$ cat config.mk
export PLATFORM = sky130hd
export DESIGN_NAME = lphm_ctrl
export DESIGN_NICKNAME = d
export VERILOG_FILES = /design/src/hdl/lphm_pkg.sv /design/src/hdl/lphm_ctrl.sv
export SDC_FILE = /design/constraint.sdc
export NUM_CORES = 1
export LEC_CHECK = 0
export BUFFER_PORTS_ARGS = -buffer_cell sky130_fd_sc_hd__clkbuf_2
export CAP_MARGIN = 40
export CORE_AREA = 2 2 39 41
export CTS_CLUSTER_SIZE = 28
export DETAILED_ROUTE_END_ITERATION = 12
export DIE_AREA = 0 0 41 43
export GPL_TIMING_DRIVEN = 0
export PLACE_DENSITY = 0.5
export SETUP_SLACK_MARGIN = 0.4
export SYNTH_ARGS = -nofsm -noshare
export SYNTH_HDL_FRONTEND = slang
export SYNTH_SLANG_ARGS = --single-unit
$ cat constraint.sdc
create_clock -name clk -period 1.4 [get_ports clk]
set_input_delay 0.28 -clock clk [delete_from_list [all_inputs] [get_ports clk]]
set_output_delay 0.28 -clock clk [all_outputs]
set_load 0.05 [all_outputs]
$ cat src/hdl/lphm_pkg.sv
// ----------------------------------------------------------------------------
// Linear-probe hash map package
// Shared constants, word types and the command and status groups that pass
// between the controller and the datapath.
// ----------------------------------------------------------------------------
package lphm_pkg;

  // Table geometry. The slot count must be a power of two.
  localparam int TABLE_SLOTS   = 64;
  localparam int SLOT_W        = $clog2(TABLE_SLOTS);
  localparam int COUNT_W       = $clog2(TABLE_SLOTS + 1);
  localparam int KEY_BYTES_MAX = 8;
  localparam int HASH_START    = 5381;

  // Fixed field widths of the words on the ports.
  localparam int KEY_W   = 64;
  localparam int KLEN_W  = 4;
  localparam int VALUE_W = 32;
  localparam int STAT_W  = 3;
  localparam int CNT_OUT_W = 7;

  // Operation codes.
  localparam logic CMD_LOOKUP = 1'b0;
  localparam logic CMD_SET    = 1'b1;

  // Result status codes.
  localparam logic [STAT_W-1:0] ST_HIT      = 3'd0;
  localparam logic [STAT_W-1:0] ST_MISS     = 3'd1;
  localparam logic [STAT_W-1:0] ST_INSERTED = 3'd2;
  localparam logic [STAT_W-1:0] ST_UPDATED  = 3'd3;
  localparam logic [STAT_W-1:0] ST_FULL     = 3'd4;
  localparam logic [STAT_W-1:0] ST_REJECTED = 3'd5;

  // Input word.
  typedef struct packed {
    logic               cmd;
    logic [KEY_W-1:0]   key_bytes;
    logic [KLEN_W-1:0]  key_length;
    logic [VALUE_W-1:0] new_value;
  } in_item_t;

  // Result word.
  typedef struct packed {
    logic [STAT_W-1:0]    status;
    logic [VALUE_W-1:0]   found_value;
    logic [CNT_OUT_W-1:0] entry_count_out;
  } out_item_t;

  // Commands from the controller to the datapath.
  typedef struct packed {
    logic              load;
    logic              hash_step;
    logic              probe_init;
    logic              rd_en;
    logic              advance;
    logic              write_slot;
    logic              mark_used;
    logic              capture_found;
    logic              status_en;
    logic [STAT_W-1:0] status_code;
    logic              result_load;
  } ctrl_cmd_t;

  // Status from the datapath to the controller.
  typedef struct packed {
    logic is_set;
    logic zero_value;
    logic hash_done;
    logic slot_used;
    logic key_match;
    logic probes_last;
    logic out_free;
  } dp_stat_t;

endpackage

$ cat src/hdl/lphm_ctrl.sv
// ----------------------------------------------------------------------------
// Linear-probe hash map controller
// Sequences one operation: capture, hashing one byte a cycle, probing one
// slot at a time through a read state and a check state, and hand-over of the result word.
// ----------------------------------------------------------------------------
module lphm_ctrl (
  input  logic                clk,
  input  logic                rst,
  input  logic                in_valid,
  output logic                in_ready,
  input  lphm_pkg::dp_stat_t  stat,
  output lphm_pkg::ctrl_cmd_t cmd
);

  localparam logic [2:0] S_IDLE   = 3'd0;
  localparam logic [2:0] S_HASH   = 3'd1;
  localparam logic [2:0] S_READ   = 3'd2;
  localparam logic [2:0] S_CHECK  = 3'd3;
  localparam logic [2:0] S_FINISH = 3'd4;

  logic [2:0] state;
  logic [2:0] state_next;

  assign in_ready = (state == S_IDLE);

  // State register.
  always_ff @(posedge clk) begin
    if (rst) begin
      state <= S_IDLE;
    end else begin
      state <= state_next;
    end
  end

  // Next state and commands.
  always_comb begin
    state_next = state;
    cmd        = '0;
    case (state)
      S_IDLE: begin
        if (in_valid) begin
          cmd.load   = 1'b1;
          state_next = S_HASH;
        end
      end
      S_HASH: begin
        if (stat.is_set && stat.zero_value) begin
          cmd.status_en   = 1'b1;
          cmd.status_code = lphm_pkg::ST_REJECTED;
          state_next      = S_FINISH;
        end else if (stat.hash_done) begin
          cmd.probe_init = 1'b1;
          state_next     = S_READ;
        end else begin
          cmd.hash_step = 1'b1;
        end
      end
      S_READ: begin
        cmd.rd_en  = 1'b1;
        state_next = S_CHECK;
      end
      S_CHECK: begin
        if (!stat.slot_used) begin
          // Empty slot ends the probe sequence.
          cmd.status_en = 1'b1;
          if (stat.is_set) begin
            cmd.write_slot  = 1'b1;
            cmd.mark_used   = 1'b1;
            cmd.status_code = lphm_pkg::ST_INSERTED;
          end else begin
            cmd.status_code = lphm_pkg::ST_MISS;
          end
          state_next = S_FINISH;
        end else if (stat.key_match) begin
          cmd.status_en = 1'b1;
          if (stat.is_set) begin
            cmd.write_slot  = 1'b1;
            cmd.status_code = lphm_pkg::ST_UPDATED;
          end else begin
            cmd.capture_found = 1'b1;
            cmd.status_code   = lphm_pkg::ST_HIT;
          end
          state_next = S_FINISH;
        end else if (stat.probes_last) begin
          // Every slot has been visited.
          cmd.status_en   = 1'b1;
          cmd.status_code = stat.is_set ? lphm_pkg::ST_FULL : lphm_pkg::ST_MISS;
          state_next      = S_FINISH;
        end else begin
          cmd.advance = 1'b1;
          state_next  = S_READ;
        end
      end
      S_FINISH: begin
        if (stat.out_free) begin
          cmd.result_load = 1'b1;
          state_next      = S_IDLE;
        end
      end
      default: begin
        state_next = S_IDLE;
      end
    endcase
  end

endmodule

== After elaboration in Yosys (flattened, before gate mapping) ==
Index checks and enable logic that the tools add are counted.

* Bits in registers: 3
* Input bits: 10
* Output and inout port bits: 14
* Word-level logic and storage cells: 48

* Equal/unequal tests: 7
* Multiplexer cells: 37
* Reductions and logical operators: 3

{| class="wikitable"
|+ Operators with widths
! kind !! count
|-
| $mux 3 || 8
|-
| $mux 4 || 5
|-
| $mux 1 || 17
|-
| $pmux 3 s5 || 1
|-
| $mux 2 || 5
|-
| $pmux 4 s2 || 1
|-
| $eq 3x2->1 const B || 2
|-
| $ne 2x2->1 const B || 2
|-
| $eq 3x1->1 const B || 1
|-
| $eq 3x3->1 const B || 1
|-
| $logic_not 3->1 || 1
|-
| $ne 3x3->1 const B || 1
|-
| $reduce_and 3->1 || 1
|-
| $logic_and 1x1->1 || 1
|}

== Logic depth before layout (Yosys ltp) ==
Gate-level depths: netlist of run 1.

* Depth in word-level cells: 5
* Gate-level depth with buffers: 4
* Gate-level depth less buffers: 3

== Worst setup path after synthesis of run 1 ==
OpenSTA, ideal clock, no wires.

* Kind: reg2out
* Start point: register state[2]
* End point: output cmd[12] (netlist bit)
* Arrival time: 2.111 ns
* Required time: 1.120 ns
* Slack: -0.991 ns
* Cell stages (with the launch flop): 4
* Path buffers: 1
* Path through: dfxtp_1 buf_6 nor3_1 and2_1

{| class="wikitable"
|+ RTL lines
! item !! RTL line !! RTL
|-
| start: declaration || lphm_ctrl.sv:21 || <nowiki>logic [2:0] state;</nowiki>
|-
| start signal: assignment || lphm_ctrl.sv:31 || <nowiki>state <= state_next;</nowiki>
|-
| end: declaration || lphm_ctrl.sv:12 || <nowiki>output lphm_pkg::ctrl_cmd_t cmd</nowiki>
|}

==> flow_metrics.py, run 1 <==
metrics = {
    "status": {
        "status": "finished with violations",
        "violations": "negative setup slack",
    },
    "grt": {
        "grt_max_degree": 9,
        "overflow": 0,
        "grtUsageTotal_pct": 16.45,
        "grt_pass1_vias": 476,
        "grt_pass1_wl_um": 1973,
        "antenna_found_initial": 0,
    },
    "timing": {
        "setup_viol": 14,
        "fmax_ghz": 0.5747,
        "maxSlewViolCount": 0,
        "relSlewSlack_pct": 73.01,
        "rsz0062_at_grt": "yes",
        "min_period_over_period_pct": 124.3,
        "finalWorstSetupSlack_ns": -0.3400,
        "finalCriticalPeriod_ns": 1.740,
        "skew_ns": 0.007164,
        "worst_slew_pin_slew_ns": 0.4047,
        "hold_viol": 0,
    },
    "clocking": {
        "postCtsHoldBufs": 0,
        "clkTransAtPathRegs_ns": 0.05,
        "clock_tree.buffer_depth": 2,
        "cts_tree": "yes",
        "htreeDepth": 1,
        "clock_latency_ns": 0.24,
        "clock-sinks": 3,
        "cts_buffers": 3,
        "root_buffer": "clkbuf_4",
    },
    "final_layout": {
        "nets": 91,
        "area_delta_synth_final_pct": 172.5,
        "top_regs": "state: 3 flops",
        "drive_gt1_share_pct": 80.00,
        "antenna_cells": 0,
        "largest-register": "state",
        "largest_register_ff_count": 3,
    },
    "drt": {
        "drtAntennaViolNets": 0,
        "num_vias": 455,
        "drc": 0,
        "dr.pass1.iters": 3,
        "wire_per_inst_um": 12.65,
        "wirelength_um": 1214,
        "viasPerCell": 4.740,
        "drtIter0Drc": 1,
    },
    "worst_setup_path": {
        "r2r-start": "state[2]$_SDFFE_PP0P_",
        "worstPathMaxFanout": 5,
        "r2r-end": "state[0]$_SDFFE_PP0P_",
        "crit_chain": "buf_6, nand2b_4, or3_4, o21ai_4, buf_8",
        "worstSetupEndpointType": "output pin",
        "cp_slowest_stage_delay_ns": 0.40,
        "r2r_cells": 7,
        "slowest_stage": "or3_4",
        "r2r_slack_ns": 0.07,
        "cp_data_required_time_ns": 1.12,
        "critPathArrivalTime_ns": 1.46,
        "path_class": "register to output pin",
        "start_kind": "register",
    },
    "synth": {
        "synth_top_area_share_pct": 18.60,
        "ys_seq_area_share_pct": 18.60,
        "synth.area.top_cells": "dfxtp_1 19%, nand2_1 7.0%, o21ai_0 6.2%",
        "synth_fp_nets": 53,
        "ys_types": 23,
        "synthArstFlopShare_pct": 0,
        "synth_edf_count": 0,
        "synth_flop_cell": "dfxtp_1",
        "synthCells": 43,
        "ys_warn_count": 0,
        "yosysTopAreaCell": "dfxtp_1",
        "synth.avg_cell_area_sq_um": 7.507,
        "synth_area_sq_um": 322.8,
        "ys_ff_latch": 3,
    },
    "pwr": {
        "vdd_ir_drop_max_mv": 0.3238,
        "leakage_nw": 0.3710,
        "power.total_mw": 0.7154,
        "power_density_mw_per_mm2": 813.4,
    },
    "placed_design": {
        "io_buffer_count": 23,
        "gp_congestion": 0.6685,
        "place_ws_ns": -0.2355,
        "dpl.hpwl_um": 732.6,
    },
    "hold_path": {
        "hold_start": "rst",
        "worstHoldPathType": "input pin to register",
        "hold_end": "state[2]$_SDFFE_PP0P_",
        "holdPathStages": 2,
    },
    "floorplanning": {
        "ioPinCount": 24,
        "core_sq_mm": 0.001384,
        "die_w_um": 41,
        "row_count": 14,
        "initial_core_util_pct": 23.33,
        "fp.dieH_um": 43,
        "dieArea_sq_mm": 0.001763,
    },
    "run": {
        "max-cap-violations": 0,
    },
}
-- cell families (layout without fill, tap and decap cells) --
family	Yosys count	in the layout	synth area share, %
AO/OA/AOI/OAI	9	9	20.15
XOR/XNOR	1	1	2.714
buffers and inverters	2	39	4.650
flip-flops	3	3	18.61
multiplexers	1	1	3.101
AND/OR/NAND/NOR	27	27	50.77
-- stage by stage --
| step | TNS (ns) | hold slack, ns | utilization, % | area (sq um) | cells |
|---|---|---|---|---|---|
| floorplan | -0.2577 | 0.3456 | - | 459.2 | 43 |
| global route | -4.138 | 0.2510 | 63.56 | 879.6 | 96 |
| global placement | -1.270 | 0.5092 | 42.95 | 594.3 | 82 |
| detailed placement | -1.238 | 0.5028 | 42.95 | 594.3 | 82 |
| finish | -3.501 | 0.2532 | 63.56 | 879.6 | 96 |
| CTS | -3.733 | 0.2563 | 60.13 | 832.0 | 95 |
-- report_power, final --
group          switching (mW)  internal, mW
logic                   0.219         0.205
registers              0.0300        0.0990
clock network          0.0551         0.107
total                   0.304         0.412
-- placed cells by master (no fill, tap or decap), types with 2 or more instances in the layout --
| cell | instances |
|---|---|
| and2_4 | 2 |
| nor3b_4 | 2 |
| buf_6 | 8 |
| o21ai_4 | 2 |
| dfxtp_4 | 2 |
| clkbuf_2 | 9 |
| nand3b_1 | 2 |
| buf_8 | 8 |
| buf_4 | 6 |
| clkbuf_4 | 3 |
| nor3_4 | 3 |
| nor2_4 | 4 |
| nand2_1 | 4 |
| clkbuf_16 | 2 |
-- timing repair --
action / 4_1_cts / 5_1_grt
pin swaps: 6 / 4
gates cloned: 0 / 0
setup endpoints to repair: 17 / 17
gates resized for setup: 32 / 20
setup buffers: 9 / 1
-- Yosys cell counts, types with 2 or more instances --
cell type and count:
nor2_1 5, a21oi_1 2, nor3_1 3, dfxtp_1 3, o21ai_0 4, nand3b_1 2
nand2_1 6, and2_1 2, nor3b_1 2
-- critical path: cells and delay by family, from the launching register on --
| family | cells | cell delay (ns) |
|---|---|---|
| AO/OA/AOI/OAI | 1 | 0.09 |
| flip-flops | 1 | 0.32 |
| buffers and inverters | 2 | 0.28 |
| AND/OR/NAND/NOR | 2 | 0.53 |
-- how the worst max path moves through the flow --
stage	from	endpoint	slack [ns]	depth (start not counted)
CTS	state[2]$_SDFFE_PP0P_	cmd[1]	-0.37	5
detailed placement	stat[6]	cmd[1]	-0.24	5
floorplan	state[2]$_SDFFE_PP0P_	cmd[12]	-0.08	3
global route	state[2]$_SDFFE_PP0P_	cmd[1]	-0.37	5
finish	state[2]$_SDFFE_PP0P_	cmd[3]	-0.34	5
global placement	state[2]$_SDFFE_PP0P_	cmd[1]	-0.23	5
-- layout make-up --
| class | instances | area, sq um |
|---|---|---|
| fill | 124 | 504.2 |
| clock buffer | 4 | 26.28 |
| buffer | 1 | 11.26 |
| multi-input combinational | 38 | 396.6 |
| sequential | 3 | 68.82 |
| tap | 16 | 20.02 |
| timing repair buffer | 33 | 352.8 |
| inverter | 1 | 3.754 |
-- routing by layer --
layer  global-route usage, %  routed length [um]  part of all wire, %
met5                       0                   0                    0
met4                   8.000                   0                    0
met3                  0.5236                  48                  4.0
met2                   29.38                 714                   59
met1                   18.27                 451                   37
No activity file was read; power rests on OpenSTA's default activity.
==> inputs of run 2 (changes only) <==
- CELL_PAD_IN_SITES_DETAIL_PLACEMENT: not set -> 0
- CELL_PAD_IN_SITES_GLOBAL_PLACEMENT: not set -> 1
- CORE_AREA: 2 2 39 41 -> not set
- CORE_MARGIN: not set -> 2
- CORE_UTILIZATION: not set -> 24
- DIE_AREA: 0 0 41 43 -> not set
- PLACE_DENSITY: 0.5 -> 0.71
==> run 2 against run 1 <==
Compared with the run above: the flow still finishes with violations (negative setup slack); global-route usage grew 2.3 points; die area is 6.2% lower; flip-flop and latch count unchanged; total power increased by 9.3%; setup slack gained 0.018 ns; utilization increased by 13 points; first-iteration DRC count grew to 4.0 times the previous value; largest power group unchanged.
==> flow_metrics.py, run 2 (synthesis results as in run 1) <==
metrics = {
    "clocking": {
        "clock-sinks": 3,
        "clock_tree.buffer_depth": 2,
        "htreeDepth": 1,
        "clock_latency_ns": 0.24,
        "root_buffer": "clkbuf_4",
        "cts_tree": "yes",
        "cts_buffers": 3,
        "clkTransAtPathRegs_ns": 0.04,
        "postCtsHoldBufs": 0,
    },
    "grt": {
        "overflow": 0,
        "grt_max_degree": 8,
        "grt_pass1_vias": 488,
        "grt_pass1_wl_um": 1980,
        "antenna_found_initial": 0,
        "grtUsageTotal_pct": 18.71,
    },
    "worst_setup_path": {
        "path_class": "register to output pin",
        "r2r_slack_ns": 0,
        "worstSetupEndpointType": "output pin",
        "crit_family": "buffers and inverters",
        "worstPathMaxFanout": 4,
        "cp_data_required_time_ns": 1.12,
        "cp_slowest_stage_delay_ns": 0.31,
        "cp_num_cells": 7,
        "r2r_cells": 6,
        "cp_num_buf_inv": 5,
        "slowest_stage": "dfxtp_2",
        "critPathArrivalTime_ns": 1.44,
        "start_kind": "register",
        "crit_chain": "buf_6, buf_4, buf_4, buf_6, nor2_4, and2_4, clkbuf_16",
    },
    "timing": {
        "fmax_ghz": 0.5807,
        "maxSlewViolCount": 0,
        "tns_ns": -3.128,
        "finalCriticalPeriod_ns": 1.722,
        "finalWorstSetupSlack_ns": -0.3220,
        "setup_viol": 15,
        "min_period_over_period_pct": 123.0,
        "skew_ns": 0.0008825,
        "relSlewSlack_pct": 72.04,
        "hold_viol": 0,
        "worst_slew_pin_slew_ns": 0.4151,
        "rsz0062_at_grt": "yes",
    },
    "floorplanning": {
        "fp.dieH_um": 40.68,
        "dieArea_sq_mm": 0.001654,
        "ioPinCount": 24,
        "initial_core_util_pct": 25.12,
        "row_count": 13,
        "die_w_um": 40.68,
        "core_sq_mm": 0.001285,
    },
    "final_layout": {
        "area_delta_synth_final_pct": 206.6,
        "fin_area_sq_um": 989.7,
        "largest_register_ff_count": 3,
        "drive_gt1_share_pct": 83.53,
        "layout_commonest_cell": "buf_8",
        "nets": 96,
        "largest-register": "state",
        "most-common-layout-cells": "10 x buf_8, 9 x clkbuf_2, 8 x buf_6, 8 x buf_4, 5 x nor2_4",
        "fin_util_pct": 77.02,
        "fill_cells": 73,
        "top_regs": "state: 3 flops",
        "antenna_cells": 0,
    },
    "status": {
        "status": "finished with violations",
        "violations": "negative setup slack",
    },
    "drt": {
        "drt-met1-wl_um": 562,
        "drtIter0Drc": 4,
        "top_layer": "met4",
        "met3_wirelength_um": 37,
        "drc": 0,
        "drtAntennaViolNets": 0,
        "dr.pass1.iters": 2,
        "wire_per_inst_um": 13.85,
        "viasPerCell": 4.830,
        "met2WireLength_um": 766,
        "num_vias": 483,
        "wirelength_um": 1385,
    },
    "placed_design": {
        "gp_congestion": 0.6359,
        "place_ws_ns": -0.2363,
        "io_buffer_count": 23,
        "place_area_sq_um": 593.1,
        "dpl.hpwl_um": 735,
    },
    "pwr": {
        "power_density_mw_per_mm2": 790.2,
        "leakage_nw": 0.4130,
        "power.total_mw": 0.7820,
        "vdd_ir_drop_max_mv": 0.5767,
    },
    "hold_path": {
        "worstHoldPathType": "input pin to register",
        "holdPathStages": 2,
    },
    "run": {
        "max-cap-violations": 0,
    },
}
[run 2: cell types whose count changed in the layout (fill, tap and decap cells not counted), sizes merged]
cell	delta
clkbuf	+1
buf	+4
[run 2: metrics by stage]
step / hold WS, ns / std cells
after floorplan: 0.3456 / 43
after global placement: 0.4966 / 81
after detailed placement: 0.4945 / 81
after CTS: 0.2341 / 99
after global routing: 0.2741 / 100
final: 0.2719 / 100
[run 2: per-layer routing]
metal	up-vias	GRT usage, %
li1	242	-
met1	227	22.48
met2	12	31.35
met3	2	1.630
met4	0	12.50
met5	-	0
[run 2: worst paths after layout]
kind,from,to
max,state[2]$_SDFFE_PP0P_,cmd[9]
min,rst,state[2]$_SDFFE_PP0P_
max reg2reg,state[2]$_SDFFE_PP0P_,state[2]$_SDFFE_PP0P_
min reg2reg,state[0]$_SDFFE_PP0P_,state[0]$_SDFFE_PP0P_
[run 2: area by class of cell]
type / count / area [sq um] / share of cell area, %
tap: 15 / 18.77 / 1.896
sequential: 3 / 68.82 / 6.953
multi-input combinational: 38 / 426.7 / 43.11
clock buffer: 4 / 26.28 / 2.655
inverter: 1 / 3.754 / 0.3793
buffer: 1 / 11.26 / 1.138
timing repair buffer: 38 / 434.2 / 43.87
[run 2: worst register-to-register path, cell delays in order (launching register included)]
cell and delay, ns:
dfxtp_2 0.31, buf_6 0.11, nand2b_4 0.13, or3_4 0.40, buf_4 0.16, buf_6 0.10
a31oi_2 0.11
[run 2: timing repair]
action / 4_1_cts / 5_1_grt
resized for setup: 48 / 13
setup endpoints to repair: 17 / 17
setup buffers: 14 / 1
pin swaps: 11 / 5
[run 2: report_power, final]
part           switching, mW  internal (mW)
logic                  0.253          0.252
clock network         0.0499          0.107
registers             0.0215         0.0989
